## src/hw/rtl/fstg_pkg.sv

```systemverilog
// ----------------------------------------------------------------------------
// Floor span texel generator package
// Shared widths, codes and the command and status bundles that join the
// controller to the datapath.
// ----------------------------------------------------------------------------
package fstg_pkg;

  // Field widths of the pixel and result channels.
  localparam int unsigned COORD_W  = 10;
  localparam int unsigned TEXEL_W  = 6;
  localparam int unsigned CFG_IDX_W = 3;
  localparam int unsigned CFG_DATA_W = 32;

  // Fixed-point widths.
  localparam int unsigned POS_W  = 32;  // Q16.16 position and step
  localparam int unsigned VEC_W  = 16;  // Q2.14 direction and plane
  localparam int unsigned DIST_W = 26;  // unsigned Q10.16 row distance
  localparam int unsigned PROD_W = 44;  // signed distance times ray term
  localparam int unsigned DVD_W  = 28;  // divider dividend and quotient
  localparam int unsigned DVS_W  = 11;  // divider divisor

  // Configuration register indexes.
  localparam logic [CFG_IDX_W-1:0] REG_POSE_X      = 3'd0;
  localparam logic [CFG_IDX_W-1:0] REG_POSE_Y      = 3'd1;
  localparam logic [CFG_IDX_W-1:0] REG_VIEW_DIR_X  = 3'd2;
  localparam logic [CFG_IDX_W-1:0] REG_VIEW_DIR_Y  = 3'd3;
  localparam logic [CFG_IDX_W-1:0] REG_CAM_PLANE_X = 3'd4;
  localparam logic [CFG_IDX_W-1:0] REG_CAM_PLANE_Y = 3'd5;

  // Operand choice for the shared multiplier.
  typedef enum logic [1:0] {
    MUL_LEFT_X,
    MUL_LEFT_Y,
    MUL_SPAN_X,
    MUL_SPAN_Y
  } mul_sel_t;

  // Commands from the controller to the datapath.
  typedef struct packed {
    logic     capture;
    logic     div_start;
    logic     dist_load;
    logic     mul_load;
    mul_sel_t mul_sel;
    logic     recip_load;
    logic     world_x_set;
    logic     world_y_set;
    logic     step_x_set;
    logic     step_y_set;
    logic     emit;
    logic     emit_from_in;
  } ctrl_cmd_t;

  // Status from the datapath to the controller.
  typedef struct packed {
    logic div_done;
    logic out_free;
    logic in_below;
    logic in_col_zero;
  } ctrl_stat_t;

endpackage

```

## src/hw/rtl/fstg_ctrl.sv

```systemverilog
// ----------------------------------------------------------------------------
// Floor span controller
// Accepts pixels and sequences the row setup through the shared multiplier
// and divider of the datapath.
// ----------------------------------------------------------------------------
module fstg_ctrl (
  input  logic                 clk,
  input  logic                 rst_n,
  input  logic                 in_valid,
  output logic                 in_stall,
  input  fstg_pkg::ctrl_stat_t stat,
  output fstg_pkg::ctrl_cmd_t  cmd
);
  import fstg_pkg::*;

  typedef enum logic [3:0] {
    S_IDLE,
    S_DIST_RUN,
    S_MUL_LX,
    S_SET_WX,
    S_SET_WY,
    S_SX_MUL,
    S_SX_SET,
    S_SY_MUL,
    S_SY_SET,
    S_EMIT
  } state_t;

  state_t state_r, state_nxt;
  logic   accept;

  // Pixels are taken only from idle and only with room in the result register.
  assign in_stall = !((state_r == S_IDLE) && stat.out_free);
  assign accept   = in_valid && !in_stall;

  // Next state and commands.
  always_comb begin
    state_nxt = state_r;
    cmd       = '0;
    cmd.mul_sel = MUL_LEFT_X;
    case (state_r)
      S_IDLE: begin
        if (accept) begin
          if (stat.in_below && stat.in_col_zero) begin
            cmd.capture   = 1'b1;
            cmd.div_start = 1'b1;
            state_nxt     = S_DIST_RUN;
          end else begin
            cmd.emit         = 1'b1;
            cmd.emit_from_in = 1'b1;
          end
        end
      end
      S_DIST_RUN: begin
        if (stat.div_done) begin
          cmd.dist_load = 1'b1;
          state_nxt     = S_MUL_LX;
        end
      end
      S_MUL_LX: begin
        cmd.mul_load = 1'b1;
        cmd.mul_sel  = MUL_LEFT_X;
        state_nxt    = S_SET_WX;
      end
      S_SET_WX: begin
        cmd.world_x_set = 1'b1;
        cmd.mul_load    = 1'b1;
        cmd.mul_sel     = MUL_LEFT_Y;
        state_nxt       = S_SET_WY;
      end
      S_SET_WY: begin
        cmd.world_y_set = 1'b1;
        cmd.mul_load    = 1'b1;
        cmd.mul_sel     = MUL_SPAN_X;
        state_nxt       = S_SX_MUL;
      end
      S_SX_MUL: begin
        cmd.recip_load = 1'b1;
        state_nxt      = S_SX_SET;
      end
      S_SX_SET: begin
        cmd.step_x_set = 1'b1;
        cmd.mul_load   = 1'b1;
        cmd.mul_sel    = MUL_SPAN_Y;
        state_nxt      = S_SY_MUL;
      end
      S_SY_MUL: begin
        cmd.recip_load = 1'b1;
        state_nxt      = S_SY_SET;
      end
      S_SY_SET: begin
        cmd.step_y_set = 1'b1;
        state_nxt      = S_EMIT;
      end
      S_EMIT: begin
        if (stat.out_free) begin
          cmd.emit  = 1'b1;
          state_nxt = S_IDLE;
        end
      end
      default: begin
        state_nxt = S_IDLE;
      end
    endcase
  end

  // State register.
  always_ff @(posedge clk) begin
    if (!rst_n) begin
      state_r <= S_IDLE;
    end else begin
      state_r <= state_nxt;
    end
  end

endmodule

```

## config.mk

```make
export PLATFORM = sky130hd
export DESIGN_NAME = fstg_ctrl
export DESIGN_NICKNAME = d
export VERILOG_FILES = /design/src/hw/rtl/fstg_pkg.sv /design/src/hw/rtl/fstg_ctrl.sv
export SDC_FILE = /design/constraint.sdc
export NUM_CORES = 1
export LEC_CHECK = 0
export ABC_AREA = 0
export BUFFER_PORTS_ARGS = -buffer_cell sky130_fd_sc_hd__clkbuf_2
export CAP_MARGIN = 30
export CORE_AREA = 2 2 39 41
export CTS_CLUSTER_DIAMETER = 40
export CTS_CLUSTER_SIZE = 10
export DETAILED_ROUTE_END_ITERATION = 8
export DIE_AREA = 0 0 41 43
export MAX_ROUTING_LAYER = met4
export PLACE_DENSITY_LB_ADDON = 0.08
export SYNTH_ARGS = -nofsm -noshare
export SYNTH_HDL_FRONTEND = slang
export SYNTH_SLANG_ARGS = --single-unit
```

## constraint.sdc

```tcl
create_clock -name clk -period 1.8 [get_ports clk]
set_clock_uncertainty 0.2 [all_clocks]
set_input_delay 0.45 -clock clk [delete_from_list [all_inputs] [get_ports clk]]
set_output_delay 0.45 -clock clk [all_outputs]
set_load 0.01 [all_outputs]
```

==> flow_summary.toml <==
[status]
status = "complete, but fails checks"
violations = "setup timing"

[floorplanning]
core_mm2 = 0.00138
die_h_um = 43
initial_core_util = 0.264
design.portCount = 21
die_x_um = 41
die-area_mm2 = 0.00176
row_count = 14

[clocking]
clk_latency_ps = 230
clk_path_buf_depth = 2
root_buffer = "clkbuf_4"
htreeDepth = 1
cts_tree = "yes"
cts-buffers-inserted = 3
cts_num_sinks = 4
cts_hold_buf = 0
clkTransAtPathRegs_ps = 40

[synthesis]
synth_seq_area_share = 0.219
syn_area_um2 = 365
async_flop_share = 0
synth_nets = 54
syn_inst = 47
yosys.area.top_type_share = 0.219
ys_ff_latch = 4
synthTopCellsByArea = "dfxtp_1 (22%), a211oi_2 (6.8%), nand2_1 (5.1%)"
synth_edf_count = 0
synth_top_cell_by_area = "dfxtp_1"
synth_most_common_cell = "nand2_1"
syn_area_per_cell_um2 = 7.77
synth_commonest_cells = "nand2_1 (5), dfxtp_1 (4), a21oi_1 (3)"
synth-warning-count = 0
synth_cell_types = 27
ys.flop_type = "dfxtp_1"

[worst_setup_path]
crit_chain = "and2b_4 -> nor3b_4 -> or2_1 -> clkbuf_2"
cpMaxStageDelayCell = "dfxtp_4"
endpoint_kind = "primary output"
critPathMaxFanout = 4
cp-start-kind = "flop"
arrival_ps = 1240
r2r_cells = 4
slowest_delay_ps = 360
required_ps = 1150
crit_type = "flop to primary output"

[sta]
finalSetupViolCount = 7
max_freq_mhz = 528
max_slew_margin = 0.857
fin_ws_ps = -93.1
hold_viol = 0
period_share = 1.05
tightest_slew_ps = 212
drv_slew = 0
final.setup.tns_ps = -228
post-route-min-period_ps = 1890
rsz0062_at_grt = "true"

[global_route]
grt_max_degree = 7
grt_pass1_vias = 390
grt-ovfl-total = 0
grt_pass1_wl_mm = 1.62
track_usage = 0.143
grt_antenna_before_repair = 0

[pwr]
peakVddDrop_uv = 236
power-per-cell-area_mw_per_mm2 = 472
p_leak_nw = 0.307

[layout]
final_net_count = 86
drive_above_1_share = 0.662
largest_reg_flops = 4
fin_area_um2 = 634
top_register = "state_r"
reg_top3 = "state_r x4"
areaGrowthSynthToFinish_pct = 73.6
n_antenna_cell = 0

[drt]
via_per_inst = 4.69
drt_first_pass_iters = 4
wl_per_cell_um = 11.3
drc = 0
routed_wl_mm = 1.05
final_antenna_net_count = 0
vias = 436
drt-initial-drc-count = 2

[worst_hold_path]
hold_depth = 3
hp-class = "input pin to flop"

[run]
cap_violations = 0

[placed_design]
place.gp.congestion = 0.703
place_area_um2 = 489
hpwlAfterDp_um = 749
dp_slack_ps = 56.7
port_buffers = 20
[path summary, 6_finish.rpt]
| kind | endpoint | slack, ps | start |
|---|---|---|---|
| worst min register to register | state_r[0]$_SDFFE_PN0P_ | 290 | state_r[0]$_SDFFE_PN0P_ |
| worst min-delay path | state_r[1]$_SDFFE_PN0P_ | 270 | rst_n |
| worst max-delay path | cmd[7] | -90 | state_r[3]$_SDFFE_PN0P_ |
| worst max register to register | state_r[0]$_SDFFE_PN0P_ | 480 | state_r[2]$_SDFFE_PN0P_ |
[where the power goes]
group	leakage (nW)	total [mW]	switching (mW)	internal, mW
Sequential	0.0352	0.0969	0.00671	0.0901
Clock	0.0138	0.110	0.0352	0.0745
Combinational	0.258	0.0931	0.0461	0.0470
Total	0.307	0.300	0.0879	0.212
[what timing repair did]
action                     4_1_cts  5_1_grt
setup endpoints to repair       11       10
resized for setup               16       14
buffers inserted                 4        2
pin swaps                        3        4
[area by class of cell]
cell class                      count  area [µm²]
Tap cell                           16        20.0
Timing Repair Buffer               30         203
Inverter                            3        11.3
Sequential cell                     4        92.6
Multi-Input combinational cell     37         285
Fill cell                         143         749
Clock buffer                        3        22.5
[per-layer routing]
| metal | routed length [µm] | up-vias | global-route usage |
|---|---|---|---|
| met3 | 64 | 0 | 0.0209 |
| met4 | 0 | 0 | 0.113 |
| li1 | - | 225 | - |
| met2 | 553 | 18 | 0.228 |
| met5 | 0 | - | - |
| met1 | 435 | 193 | 0.144 |
[worst max-delay path, delay by kind of cell (launching register included)]
kind | cells | cell delay, ps
and+or+nand+nor | 3 | 530
DFF | 1 | 360
buffers and inverters | 1 | 120
[layout by cell type (no fill, tap or decap), drive strengths merged, types with 2 or more instances in the layout]
master / count
a211oi: 2
a21oi: 3
and2: 3
and3: 4
buf: 19
clkbuf: 14
dfxtp: 4
inv: 3
nand2: 5
nand3: 2
nand4: 2
nor2: 4
o21ai: 2
[cell families after synthesis]
kind of cell / Yosys count / synth area share
flops: 4 / 0.219
simple gates: 26 / 0.445
compound gates: 9 / 0.181
xor+xnor: 1 / 0.0240
mux: 1 / 0.0274
buf+inv: 6 / 0.103
[stage by stage]
stage               hold WS [ps]  total power [mW]  std cells   util
floorplan                    346             0.147         47      -
global placement             362             0.178         84  0.354
detailed placement           357             0.177         84  0.354
CTS                          264             0.304         91  0.431
global route                 274             0.328         93  0.458
finish                       269             0.300         93  0.458
No activity file was read; power rests on OpenSTA's default activity.
