$ cat config.mk
export PLATFORM = sky130hd
export DESIGN_NAME = fstg_datapath
export DESIGN_NICKNAME = d
export VERILOG_FILES = /design/src/hw/rtl/fstg_pkg.sv /design/src/hw/rtl/fstg_divider.sv /design/src/hw/rtl/fstg_datapath.sv
export SDC_FILE = /design/constraint.sdc
export NUM_CORES = 2
export LEC_CHECK = 0
export ABC_AREA = 1
export BUFFER_PORTS_ARGS = -buffer_cell sky130_fd_sc_hd__buf_2
export CORE_ASPECT_RATIO = 0.6
export CORE_MARGIN = 10
export CORE_UTILIZATION = 30
export CTS_CLUSTER_DIAMETER = 120
export DETAILED_ROUTE_END_ITERATION = 10
export PLACE_DENSITY_LB_ADDON = 0.25
export RECOVER_POWER = 100
export SETUP_SLACK_MARGIN = 0.15
export SYNTH_ARGS = -nofsm -noshare
export SYNTH_HDL_FRONTEND = slang
export SYNTH_SLANG_ARGS = --single-unit
$ cat constraint.sdc
create_clock -name clk -period 10 [get_ports clk]
set_input_delay 1 -clock clk [delete_from_list [all_inputs] [get_ports clk]]
set_output_delay 1 -clock clk [all_outputs]
set_load 0.005 [all_outputs]
$ cat src/hw/rtl/fstg_pkg.sv
// ----------------------------------------------------------------------------
// Floor span texel generator package
// Shared widths, codes and the command and status bundles that join the
// controller to the datapath.
// ----------------------------------------------------------------------------
package fstg_pkg;

  // Field widths of the pixel and result channels.
  localparam int unsigned COORD_W  = 10;
  localparam int unsigned TEXEL_W  = 6;
  localparam int unsigned CFG_IDX_W = 3;
  localparam int unsigned CFG_DATA_W = 32;

  // Fixed-point widths.
  localparam int unsigned POS_W  = 32;  // Q16.16 position and step
  localparam int unsigned VEC_W  = 16;  // Q2.14 direction and plane
  localparam int unsigned DIST_W = 26;  // unsigned Q10.16 row distance
  localparam int unsigned PROD_W = 44;  // signed distance times ray term
  localparam int unsigned DVD_W  = 28;  // divider dividend and quotient
  localparam int unsigned DVS_W  = 11;  // divider divisor

  // Configuration register indexes.
  localparam logic [CFG_IDX_W-1:0] REG_POSE_X      = 3'd0;
  localparam logic [CFG_IDX_W-1:0] REG_POSE_Y      = 3'd1;
  localparam logic [CFG_IDX_W-1:0] REG_VIEW_DIR_X  = 3'd2;
  localparam logic [CFG_IDX_W-1:0] REG_VIEW_DIR_Y  = 3'd3;
  localparam logic [CFG_IDX_W-1:0] REG_CAM_PLANE_X = 3'd4;
  localparam logic [CFG_IDX_W-1:0] REG_CAM_PLANE_Y = 3'd5;

  // Operand choice for the shared multiplier.
  typedef enum logic [1:0] {
    MUL_LEFT_X,
    MUL_LEFT_Y,
    MUL_SPAN_X,
    MUL_SPAN_Y
  } mul_sel_t;

  // Commands from the controller to the datapath.
  typedef struct packed {
    logic     capture;
    logic     div_start;
    logic     dist_load;
    logic     mul_load;
    mul_sel_t mul_sel;
    logic     recip_load;
    logic     world_x_set;
    logic     world_y_set;
    logic     step_x_set;
    logic     step_y_set;
    logic     emit;
    logic     emit_from_in;
  } ctrl_cmd_t;

  // Status from the datapath to the controller.
  typedef struct packed {
    logic div_done;
    logic out_free;
    logic in_below;
    logic in_col_zero;
  } ctrl_stat_t;

endpackage

$ cat src/hw/rtl/fstg_divider.sv
// ----------------------------------------------------------------------------
// Serial divider
// Unsigned restoring divider that produces one quotient bit per cycle.
// ----------------------------------------------------------------------------
module fstg_divider (
  input  logic                        clk,
  input  logic                        rst_n,
  input  logic                        start,
  input  logic [fstg_pkg::DVD_W-1:0]  dividend,
  input  logic [fstg_pkg::DVS_W-1:0]  divisor,
  output logic                        done,
  output logic [fstg_pkg::DVD_W-1:0]  quotient
);
  import fstg_pkg::*;

  localparam int unsigned CNT_W = $clog2(DVD_W);

  logic [DVD_W-1:0] quo_r;
  logic [DVS_W-1:0] rem_r;
  logic [DVS_W-1:0] dvs_r;
  logic [CNT_W-1:0] cnt_r;
  logic             busy_r;
  logic             done_r;

  logic [DVS_W:0]   shifted;
  logic [DVS_W+1:0] diff;
  logic             fits;

  // One restoring step: bring down the next dividend bit and try a subtract.
  always_comb begin
    shifted = {rem_r, quo_r[DVD_W-1]};
    diff    = {1'b0, shifted} - {2'b00, dvs_r};
    fits    = !diff[DVS_W+1];
  end

  // Control: a run counts down through the quotient bits and raises done when the count runs out.
  always_ff @(posedge clk) begin
    if (!rst_n) begin
      busy_r <= 1'b0;
      done_r <= 1'b0;
      cnt_r  <= '0;
    end else begin
      done_r <= 1'b0;
      if (start) begin
        busy_r <= 1'b1;
        cnt_r  <= CNT_W'(DVD_W - 1);
      end else if (busy_r) begin
        if (cnt_r == '0) begin
          busy_r <= 1'b0;
          done_r <= 1'b1;
        end else begin
          cnt_r <= cnt_r - 1'b1;
        end
      end
    end
  end

  // Working registers; the quotient shifts in where the dividend shifts out.
  always_ff @(posedge clk) begin
    if (start) begin
      quo_r <= dividend;
      rem_r <= '0;
      dvs_r <= divisor;
    end else if (busy_r) begin
      quo_r <= {quo_r[DVD_W-2:0], fits};
      rem_r <= fits ? diff[DVS_W-1:0] : shifted[DVS_W-1:0];
    end
  end

  assign done     = done_r;
  assign quotient = quo_r;

endmodule

$ cat src/hw/rtl/fstg_datapath.sv
// ----------------------------------------------------------------------------
// Floor span datapath
// Camera registers, row setup arithmetic, world position and step state,
// texel lookup and the result register.
// ----------------------------------------------------------------------------
module fstg_datapath #(
  parameter int unsigned SCREEN_WIDTH   = 640,
  parameter int unsigned SCREEN_HEIGHT  = 480,
  parameter int unsigned TEXTURE_WIDTH  = 64,
  parameter int unsigned TEXTURE_HEIGHT = 64
) (
  input  logic                              clk,
  input  logic                              rst_n,
  input  fstg_pkg::ctrl_cmd_t               cmd,
  output fstg_pkg::ctrl_stat_t              stat,
  input  logic [fstg_pkg::COORD_W-1:0]      in_row,
  input  logic [fstg_pkg::COORD_W-1:0]      in_col,
  input  logic                              cfg_we,
  input  logic [fstg_pkg::CFG_IDX_W-1:0]    cfg_index,
  input  logic [fstg_pkg::CFG_DATA_W-1:0]   cfg_data,
  output logic                              out_valid,
  input  logic                              out_stall,
  output logic [fstg_pkg::TEXEL_W-1:0]      out_texel_u,
  output logic [fstg_pkg::TEXEL_W-1:0]      out_texel_v,
  output logic [fstg_pkg::COORD_W-1:0]      out_row,
  output logic [fstg_pkg::COORD_W-1:0]      out_col,
  output logic                              out_valid_res
);
  import fstg_pkg::*;

  localparam logic [COORD_W-1:0] HALF    = COORD_W'(SCREEN_HEIGHT / 2);
  localparam logic [6:0]         TEX_W   = 7'(TEXTURE_WIDTH);
  localparam logic [6:0]         TEX_H   = 7'(TEXTURE_HEIGHT);

  // Reciprocal of the screen width, rounded up, so that one multiply and a
  // shift give the exact truncated quotient for every dividend below 2^DVD_W.
  localparam int unsigned RCP_SH  = DVD_W + $clog2(SCREEN_WIDTH);
  localparam int unsigned RCP_W   = DVD_W + 1;
  localparam int unsigned RPROD_W = DVD_W + RCP_W;
  localparam logic [63:0] RCP_FULL =
    ((64'd1 << RCP_SH) + 64'(SCREEN_WIDTH) - 64'd1) / 64'(SCREEN_WIDTH);
  localparam logic [RCP_W-1:0] RCP_M = RCP_W'(RCP_FULL);

  // Texel index from the fraction bits of a position.
  function automatic logic [TEXEL_W-1:0] texel_of(input logic [15:0] frac,
                                                  input logic [6:0]  size);
    logic [22:0] scaled;
    logic [6:0]  idx;
    scaled = {7'd0, frac} * {16'd0, size};
    idx    = scaled[22:16] & (size - 7'd1);
    return idx[TEXEL_W-1:0];
  endfunction

  // Camera configuration registers.
  logic [POS_W-1:0] pose_x_r, pose_y_r;
  logic [VEC_W-1:0] dir_x_r, dir_y_r, plane_x_r, plane_y_r;

  always_ff @(posedge clk) begin
    if (!rst_n) begin
      pose_x_r  <= '0;
      pose_y_r  <= '0;
      dir_x_r   <= 16'd16384;
      dir_y_r   <= '0;
      plane_x_r <= '0;
      plane_y_r <= 16'd10813;
    end else if (cfg_we) begin
      case (cfg_index)
        REG_POSE_X:      pose_x_r  <= cfg_data;
        REG_POSE_Y:      pose_y_r  <= cfg_data;
        REG_VIEW_DIR_X:  dir_x_r   <= cfg_data[VEC_W-1:0];
        REG_VIEW_DIR_Y:  dir_y_r   <= cfg_data[VEC_W-1:0];
        REG_CAM_PLANE_X: plane_x_r <= cfg_data[VEC_W-1:0];
        REG_CAM_PLANE_Y: plane_y_r <= cfg_data[VEC_W-1:0];
        default: ;
      endcase
    end
  end

  // Captured pixel of a row start.
  logic [COORD_W-1:0] row_r, col_r;

  always_ff @(posedge clk) begin
    if (cmd.capture) begin
      row_r <= in_row;
      col_r <= in_col;
    end
  end

  // Ray terms: leftmost ray and the full left-to-right span (twice the plane).
  logic signed [VEC_W:0] left_x, left_y, span_x, span_y;

  always_comb begin
    left_x = $signed({dir_x_r[VEC_W-1], dir_x_r}) - $signed({plane_x_r[VEC_W-1], plane_x_r});
    left_y = $signed({dir_y_r[VEC_W-1], dir_y_r}) - $signed({plane_y_r[VEC_W-1], plane_y_r});
    span_x = $signed({plane_x_r, 1'b0});
    span_y = $signed({plane_y_r, 1'b0});
  end

  // Shared multiplier: row distance times one ray term, registered.
  logic [DIST_W-1:0]        dist_r;
  logic signed [VEC_W:0]    mul_b;
  logic signed [DIST_W:0]   mul_a;
  logic signed [PROD_W-1:0] prod_r;

  always_comb begin
    mul_a = $signed({1'b0, dist_r});
    case (cmd.mul_sel)
      MUL_LEFT_X: mul_b = left_x;
      MUL_LEFT_Y: mul_b = left_y;
      MUL_SPAN_X: mul_b = span_x;
      MUL_SPAN_Y: mul_b = span_y;
      default:    mul_b = left_x;
    endcase
  end

  always_ff @(posedge clk) begin
    if (cmd.mul_load) begin
      prod_r <= mul_a * mul_b;
    end
  end

  // Magnitude of the product scaled down by 2^14, truncated toward zero.
  logic [PROD_W-1:0] prod_mag;
  logic [DVD_W-1:0]  prod_scaled;
  logic              prod_neg;
  logic [POS_W-1:0]  offset;

  always_comb begin
    prod_neg    = prod_r[PROD_W-1];
    prod_mag    = prod_neg ? PROD_W'(-prod_r) : PROD_W'(prod_r);
    prod_scaled = prod_mag[DVD_W+13:14];
    offset      = prod_neg ? (POS_W'(0) - POS_W'(prod_scaled)) : POS_W'(prod_scaled);
  end

  // Serial divider for the row distance.
  logic [DVD_W-1:0] div_dividend;
  logic [DVS_W-1:0] div_divisor;
  logic [DVD_W-1:0] div_quotient;
  logic             div_done;
  logic [COORD_W-1:0] horizon_dist;

  always_comb begin
    horizon_dist = in_row - HALF;
    div_dividend = {2'b00, HALF, 16'd0};
    div_divisor  = {1'b0, horizon_dist};
  end

  fstg_divider u_divider (
    .clk      (clk),
    .rst_n    (rst_n),
    .start    (cmd.div_start),
    .dividend (div_dividend),
    .divisor  (div_divisor),
    .done     (div_done),
    .quotient (div_quotient)
  );

  always_ff @(posedge clk) begin
    if (cmd.dist_load) begin
      dist_r <= div_quotient[DIST_W-1:0];
    end
  end

  // Step magnitude: scaled product divided by the screen width through the
  // reciprocal multiply, registered.
  logic [RPROD_W-1:0] step_prod_r;
  logic [DVD_W-1:0]   step_quo;

  always_ff @(posedge clk) begin
    if (cmd.recip_load) begin
      step_prod_r <= RPROD_W'(prod_scaled) * RPROD_W'(RCP_M);
    end
  end

  assign step_quo = DVD_W'(step_prod_r >> RCP_SH);

  // Step with the sign of the product restored.
  logic [POS_W-1:0] step_val;

  assign step_val = prod_neg ? (POS_W'(0) - POS_W'(step_quo)) : POS_W'(step_quo);

  // Source pixel of a result: straight from the input or from the capture.
  logic [COORD_W-1:0] src_row, src_col;
  logic               src_below;

  always_comb begin
    src_row   = cmd.emit_from_in ? in_row : row_r;
    src_col   = cmd.emit_from_in ? in_col : col_r;
    src_below = src_row > HALF;
  end

  // World position and step state.
  logic [POS_W-1:0] world_x_r, world_y_r, step_x_r, step_y_r;

  always_ff @(posedge clk) begin
    if (!rst_n) begin
      world_x_r <= '0;
      world_y_r <= '0;
      step_x_r  <= '0;
      step_y_r  <= '0;
    end else begin
      if (cmd.world_x_set) begin
        world_x_r <= pose_x_r + offset;
      end
      if (cmd.world_y_set) begin
        world_y_r <= pose_y_r + offset;
      end
      if (cmd.step_x_set) begin
        step_x_r <= step_val;
      end
      if (cmd.step_y_set) begin
        step_y_r <= step_val;
      end
      if (cmd.emit && src_below) begin
        world_x_r <= world_x_r + step_x_r;
        world_y_r <= world_y_r + step_y_r;
      end
    end
  end

  // Result register: holds one result until the receiver takes it.
  logic                 out_valid_r;
  logic [TEXEL_W-1:0]   texel_u_r, texel_v_r;
  logic [COORD_W-1:0]   res_row_r, res_col_r;
  logic                 valid_res_r;

  always_ff @(posedge clk) begin
    if (!rst_n) begin
      out_valid_r <= 1'b0;
    end else if (cmd.emit) begin
      out_valid_r <= 1'b1;
    end else if (!out_stall) begin
      out_valid_r <= 1'b0;
    end
  end

  always_ff @(posedge clk) begin
    if (cmd.emit) begin
      texel_u_r   <= src_below ? texel_of(world_x_r[15:0], TEX_W) : '0;
      texel_v_r   <= src_below ? texel_of(world_y_r[15:0], TEX_H) : '0;
      res_row_r   <= src_row;
      res_col_r   <= src_col;
      valid_res_r <= src_below;
    end
  end

  assign out_valid     = out_valid_r;
  assign out_texel_u   = texel_u_r;
  assign out_texel_v   = texel_v_r;
  assign out_row       = res_row_r;
  assign out_col       = res_col_r;
  assign out_valid_res = valid_res_r;

  // Status back to the controller.
  always_comb begin
    stat.div_done    = div_done;
    stat.out_free    = !out_valid_r || !out_stall;
    stat.in_below    = in_row > HALF;
    stat.in_col_zero = (in_col == '0);
  end

endmodule

==> flow_summary_export.csv <==
group,metric,value,unit
synthesis,ys.warnings.count,0,
synthesis,netlist_area,46770,um^2
grt,grt_pass1_vias,36690,
grt,grt_max_degree,68,
grt,track_usage,0.1682,
timing,period_needed,9.376,ns
setup_path,cp_data_required_time,10.34,ns
place,dpl-instance-area,49590,um^2
setup_path,startpoint,"plane_x_r[2]$_SDFFE_PN0P_",
place,dp_hpwl,122600,um
clocking,cts_tree,"built",
final_layout,seqCellArea,8588,um^2
clocking,cts_setup_buffers,0,
detailed_routing,num_vias,36640,
synthesis,syn_avg_cell_area,8.254,um^2
die,die_area,172600,um^2
clocking,hold_buffers,0,
timing,rsz0062_at_grt,"false",
detailed_routing,drt-initial-drc-count,2958,
min_path,min_path_type,"flop to flop",
synthesis,ys_ff_latch,355,
detailed_routing,route.detailed.drc,0,
clocking,cts-root-buf,"clkbuf_16",
synthesis,netlist-cell-type-count,52,
setup_path,crit_end,"prod_r[41]$_DFFE_PP_",
die,start_util,0.3015,
setup_path,path_class,"flop to flop",
final_layout,drive_gt1_frac,0.03098,
setup_path,crit_slowest_cell,"o21ai_2",
clocking,numCtsBuffers,40,
synthesis,synth_top_area_frac,0.2889,
detailed_routing,first_pass_iters,5,
run_status,status,"complete, but fails checks",
grt,grt-ovfl-total,0,
final_layout,n_fill_cell,16430,
grt,use_met1,0.2755,
final_layout,fin_cells,7798,
timing,setup_viol,0,
setup_path,rrSetupSlack,0.62,ns
synthesis,seq_area_frac_synth,0.1836,
clocking,clock_sinks,355,
run_status,violations,"max-capacitance violations, max-slew violations",
final_layout,syn2layout_area_growth,8.585,%
synthesis,synth-edff-count,148,
clocking,clock_path_buffers,3,
clocking,ctsResizeCount,0,
timing,setup_tns,0,ns
grt,grt_pass1_wl,225600,um
place,dp.cells,7724,
clocking,path_clk_slew,0.06,ns
timing,worst_slew_pin_slew,2.911,ns
clocking,cts_max_level,2,
die,rows,112,
setup_path,timing.rr.end,"prod_r[41]$_DFFE_PP_",
detailed_routing,drt_wl_total,145600,um
detailed_routing,ant_nets,0,
synthesis,synth.net_count,6934,
final_layout,multi_input_area,32320,um^2
die,die_height,325.8,um
final_layout,layout.nets,6982,
synthesis,synth.area.top_cells,"fa_1 (29%), ha_1 (14%), inv_1 (11%)",
setup_path,crit_path_max_incr_delay,0.86,ns
grt,antenna_found_initial,2,
grt,top_usage_layer,"met1",
timing,max_freq,106.7,MHz
detailed_routing,routedWlPerCell,18.67,um
grt,grt_use_met3,0.06636,
die,die_width,529.7,um
setup_path,reg2reg_depth,31,
clocking,clock_latency,0.61,ns
place,port_buffers,93,
synthesis,syn_inst,5666,
timing,fin_crit_sh,0.9376,
setup_path,timing.rr.start,"plane_x_r[2]$_SDFFE_PN0P_",
die,core-area,155100,um^2
final_layout,final_area,50780,um^2
die,pin_count,110,
timing,slew_headroom,-0.9406,
timing,hold_violations,0,
setup_path,worstPathArrival,9.72,ns
setup_path,path_max_fanout,14,
job,maxCapViolations,10,
synthesis,synth_flop_cell,"dfxtp_1",
synthesis,synth.largest_area_cell,"fa_1",
setup_path,endpoint_kind,"flop",
timing,drv_slew,423,
synthesis,async_reset_ff_frac,0,
place,gp_congestion,0.9381,
grt,use_met2,0.2028,
timing,finClkSkew,0.02991,ns
detailed_routing,drt-vias-per-instance,4.698,
setup_path,startpoint_type,"flop",
-- per-stage QoR --
step | util | hold slack [ns] | worst slack [ns]
final | 0.3274 | 0.4300 | 0.6237
after CTS | 0.3282 | 0.4338 | 1.064
after global placement | 0.3197 | 0.4127 | 1.142
after floorplan | - | 0.4082 | 2.662
after detailed placement | 0.3197 | 0.4181 | 1.092
after global routing | 0.3273 | 0.4514 | 0.2433
-- worst max-delay path, delay by kind of cell (launching register included) --
family	cells	cell delay, ns
buffers and inverters	5	0.31
flip-flops	1	0.33
AND/OR/NAND/NOR	7	1.55
adder cells (fa/ha/maj)	8	3.70
AO/OA/AOI/OAI	11	3.22
-- how the worst min path moves through the flow --
stage	to	cells after the start	slack, ns	startpoint
finish	dist_r[0]$_DFFE_PP_	0	0.43	u_divider.quotient[0]$_SDFFE_PP0P_
global route	dist_r[0]$_DFFE_PP_	0	0.45	u_divider.quotient[0]$_SDFFE_PP0P_
CTS	dist_r[0]$_DFFE_PP_	0	0.43	u_divider.quotient[0]$_SDFFE_PP0P_
detailed placement	dist_r[0]$_DFFE_PP_	0	0.42	u_divider.quotient[0]$_SDFFE_PP0P_
global placement	dist_r[0]$_DFFE_PP_	0	0.41	u_divider.quotient[0]$_SDFFE_PP0P_
floorplan	dist_r[0]$_DFFE_PP_	0	0.41	u_divider.quotient[0]$_SDFFE_PP0P_
-- routing by layer --
layer  share of wire  vias to the layer above  routed length, um
met5               0                        -                  0
met4           0.010                        0               1454
met3            0.12                       81              17070
met2            0.34                     1097              49350
met1            0.53                    17870              77720
li1                -                    17590                  -
-- synth_stat cells, types with 4 or more instances --
| cell type | count |
|---|---|
| o21ai_2 | 5 |
| buf_1 | 8 |
| o221a_2 | 4 |
| inv_1 | 1387 |
| a21o_1 | 17 |
| or2_2 | 16 |
| nor2_1 | 615 |
| o2111ai_1 | 6 |
| nand4_1 | 23 |
| nor4_1 | 13 |
| inv_2 | 6 |
| o21a_1 | 9 |
| nand3_1 | 150 |
| clkbuf_1 | 86 |
| clkinv_1 | 8 |
| fa_1 | 675 |
| a21oi_1 | 319 |
| ha_1 | 521 |
| a31oi_1 | 32 |
| xnor2_1 | 44 |
| o221ai_1 | 6 |
| a211oi_1 | 5 |
| o31ai_1 | 11 |
| buf_4 | 5 |
| o21bai_1 | 10 |
| o21ai_0 | 348 |
| edfxtp_1 | 148 |
| o21ai_1 | 15 |
| nand2_1 | 727 |
| buf_2 | 34 |
| a21boi_0 | 9 |
| o211ai_1 | 25 |
| xor2_1 | 106 |
| nor3_1 | 34 |
| dfxtp_1 | 207 |
-- cell families (layout without fill, tap and decap cells) --
logic type / count (synthesis) / after routing / share of synthesized area
muxes: 3 / 3 / 0.0007223
DFF: 355 / 355 / 0.1836
and+or+nand+nor: 1592 / 1592 / 0.1367
other: 0 / 1 / 0
adders and majority gates: 1196 / 1196 / 0.4283
buffers and inverters: 1536 / 1615 / 0.1249
AOI/OAI and AO/OA: 834 / 834 / 0.09759
xor gates and xnor gates: 150 / 150 / 0.02809
-- registers in the layout, indices dropped and copies added, names as in the netlist, 5 cells and up --
signal              count
col_r                  10
out_row                10
dir_y_r                16
u_divider.cnt_r         5
world_y_r              16
out_col                10
world_x_r              16
dist_r                 26
pose_x_r               16
prod_r                 43
u_divider.dvs_r        10
step_prod_r            16
pose_y_r               16
u_divider.rem_r        11
out_texel_v             6
u_divider.quotient     28
step_y_r               16
plane_x_r              16
out_texel_u             6
step_x_r               16
plane_y_r              16
dir_x_r                16
row_r                  10
-- placed cells by master, fill, tap and decap left out, types with 13 or more instances in the layout --
cell type and instances:
buf_2 36, nand2_1 729, o211ai_1 25, a21o_1 17, nor3_1 34, or2_2 16
xnor2_1 44, clkbuf_1 71, dfxtp_1 207, fa_1 675, a21oi_1 321, nand4_1 23
nor4_1 13, xor2_1 105, ha_1 521, buf_4 41, clkbuf_16 41, nor2_1 617
o21ai_0 354, a31oi_1 32, inv_1 1388, edfxtp_1 148, nand3_1 150
-- final cells by class --
class / count / area share
clock buffer: 52 / 0.02180
inverter: 1401 / 0.1036
antenna: 1 / 0.00004928
tap: 2052 / 0.05056
timing repair buffer: 141 / 0.01434
sequential: 355 / 0.1691
multi-input combinational: 3775 / 0.6364
clock inverter: 21 / 0.004188
Power is left out: the tool's default activity adds up to more than one toggle a clock period on the data nets, which glitch-free logic cannot reach.
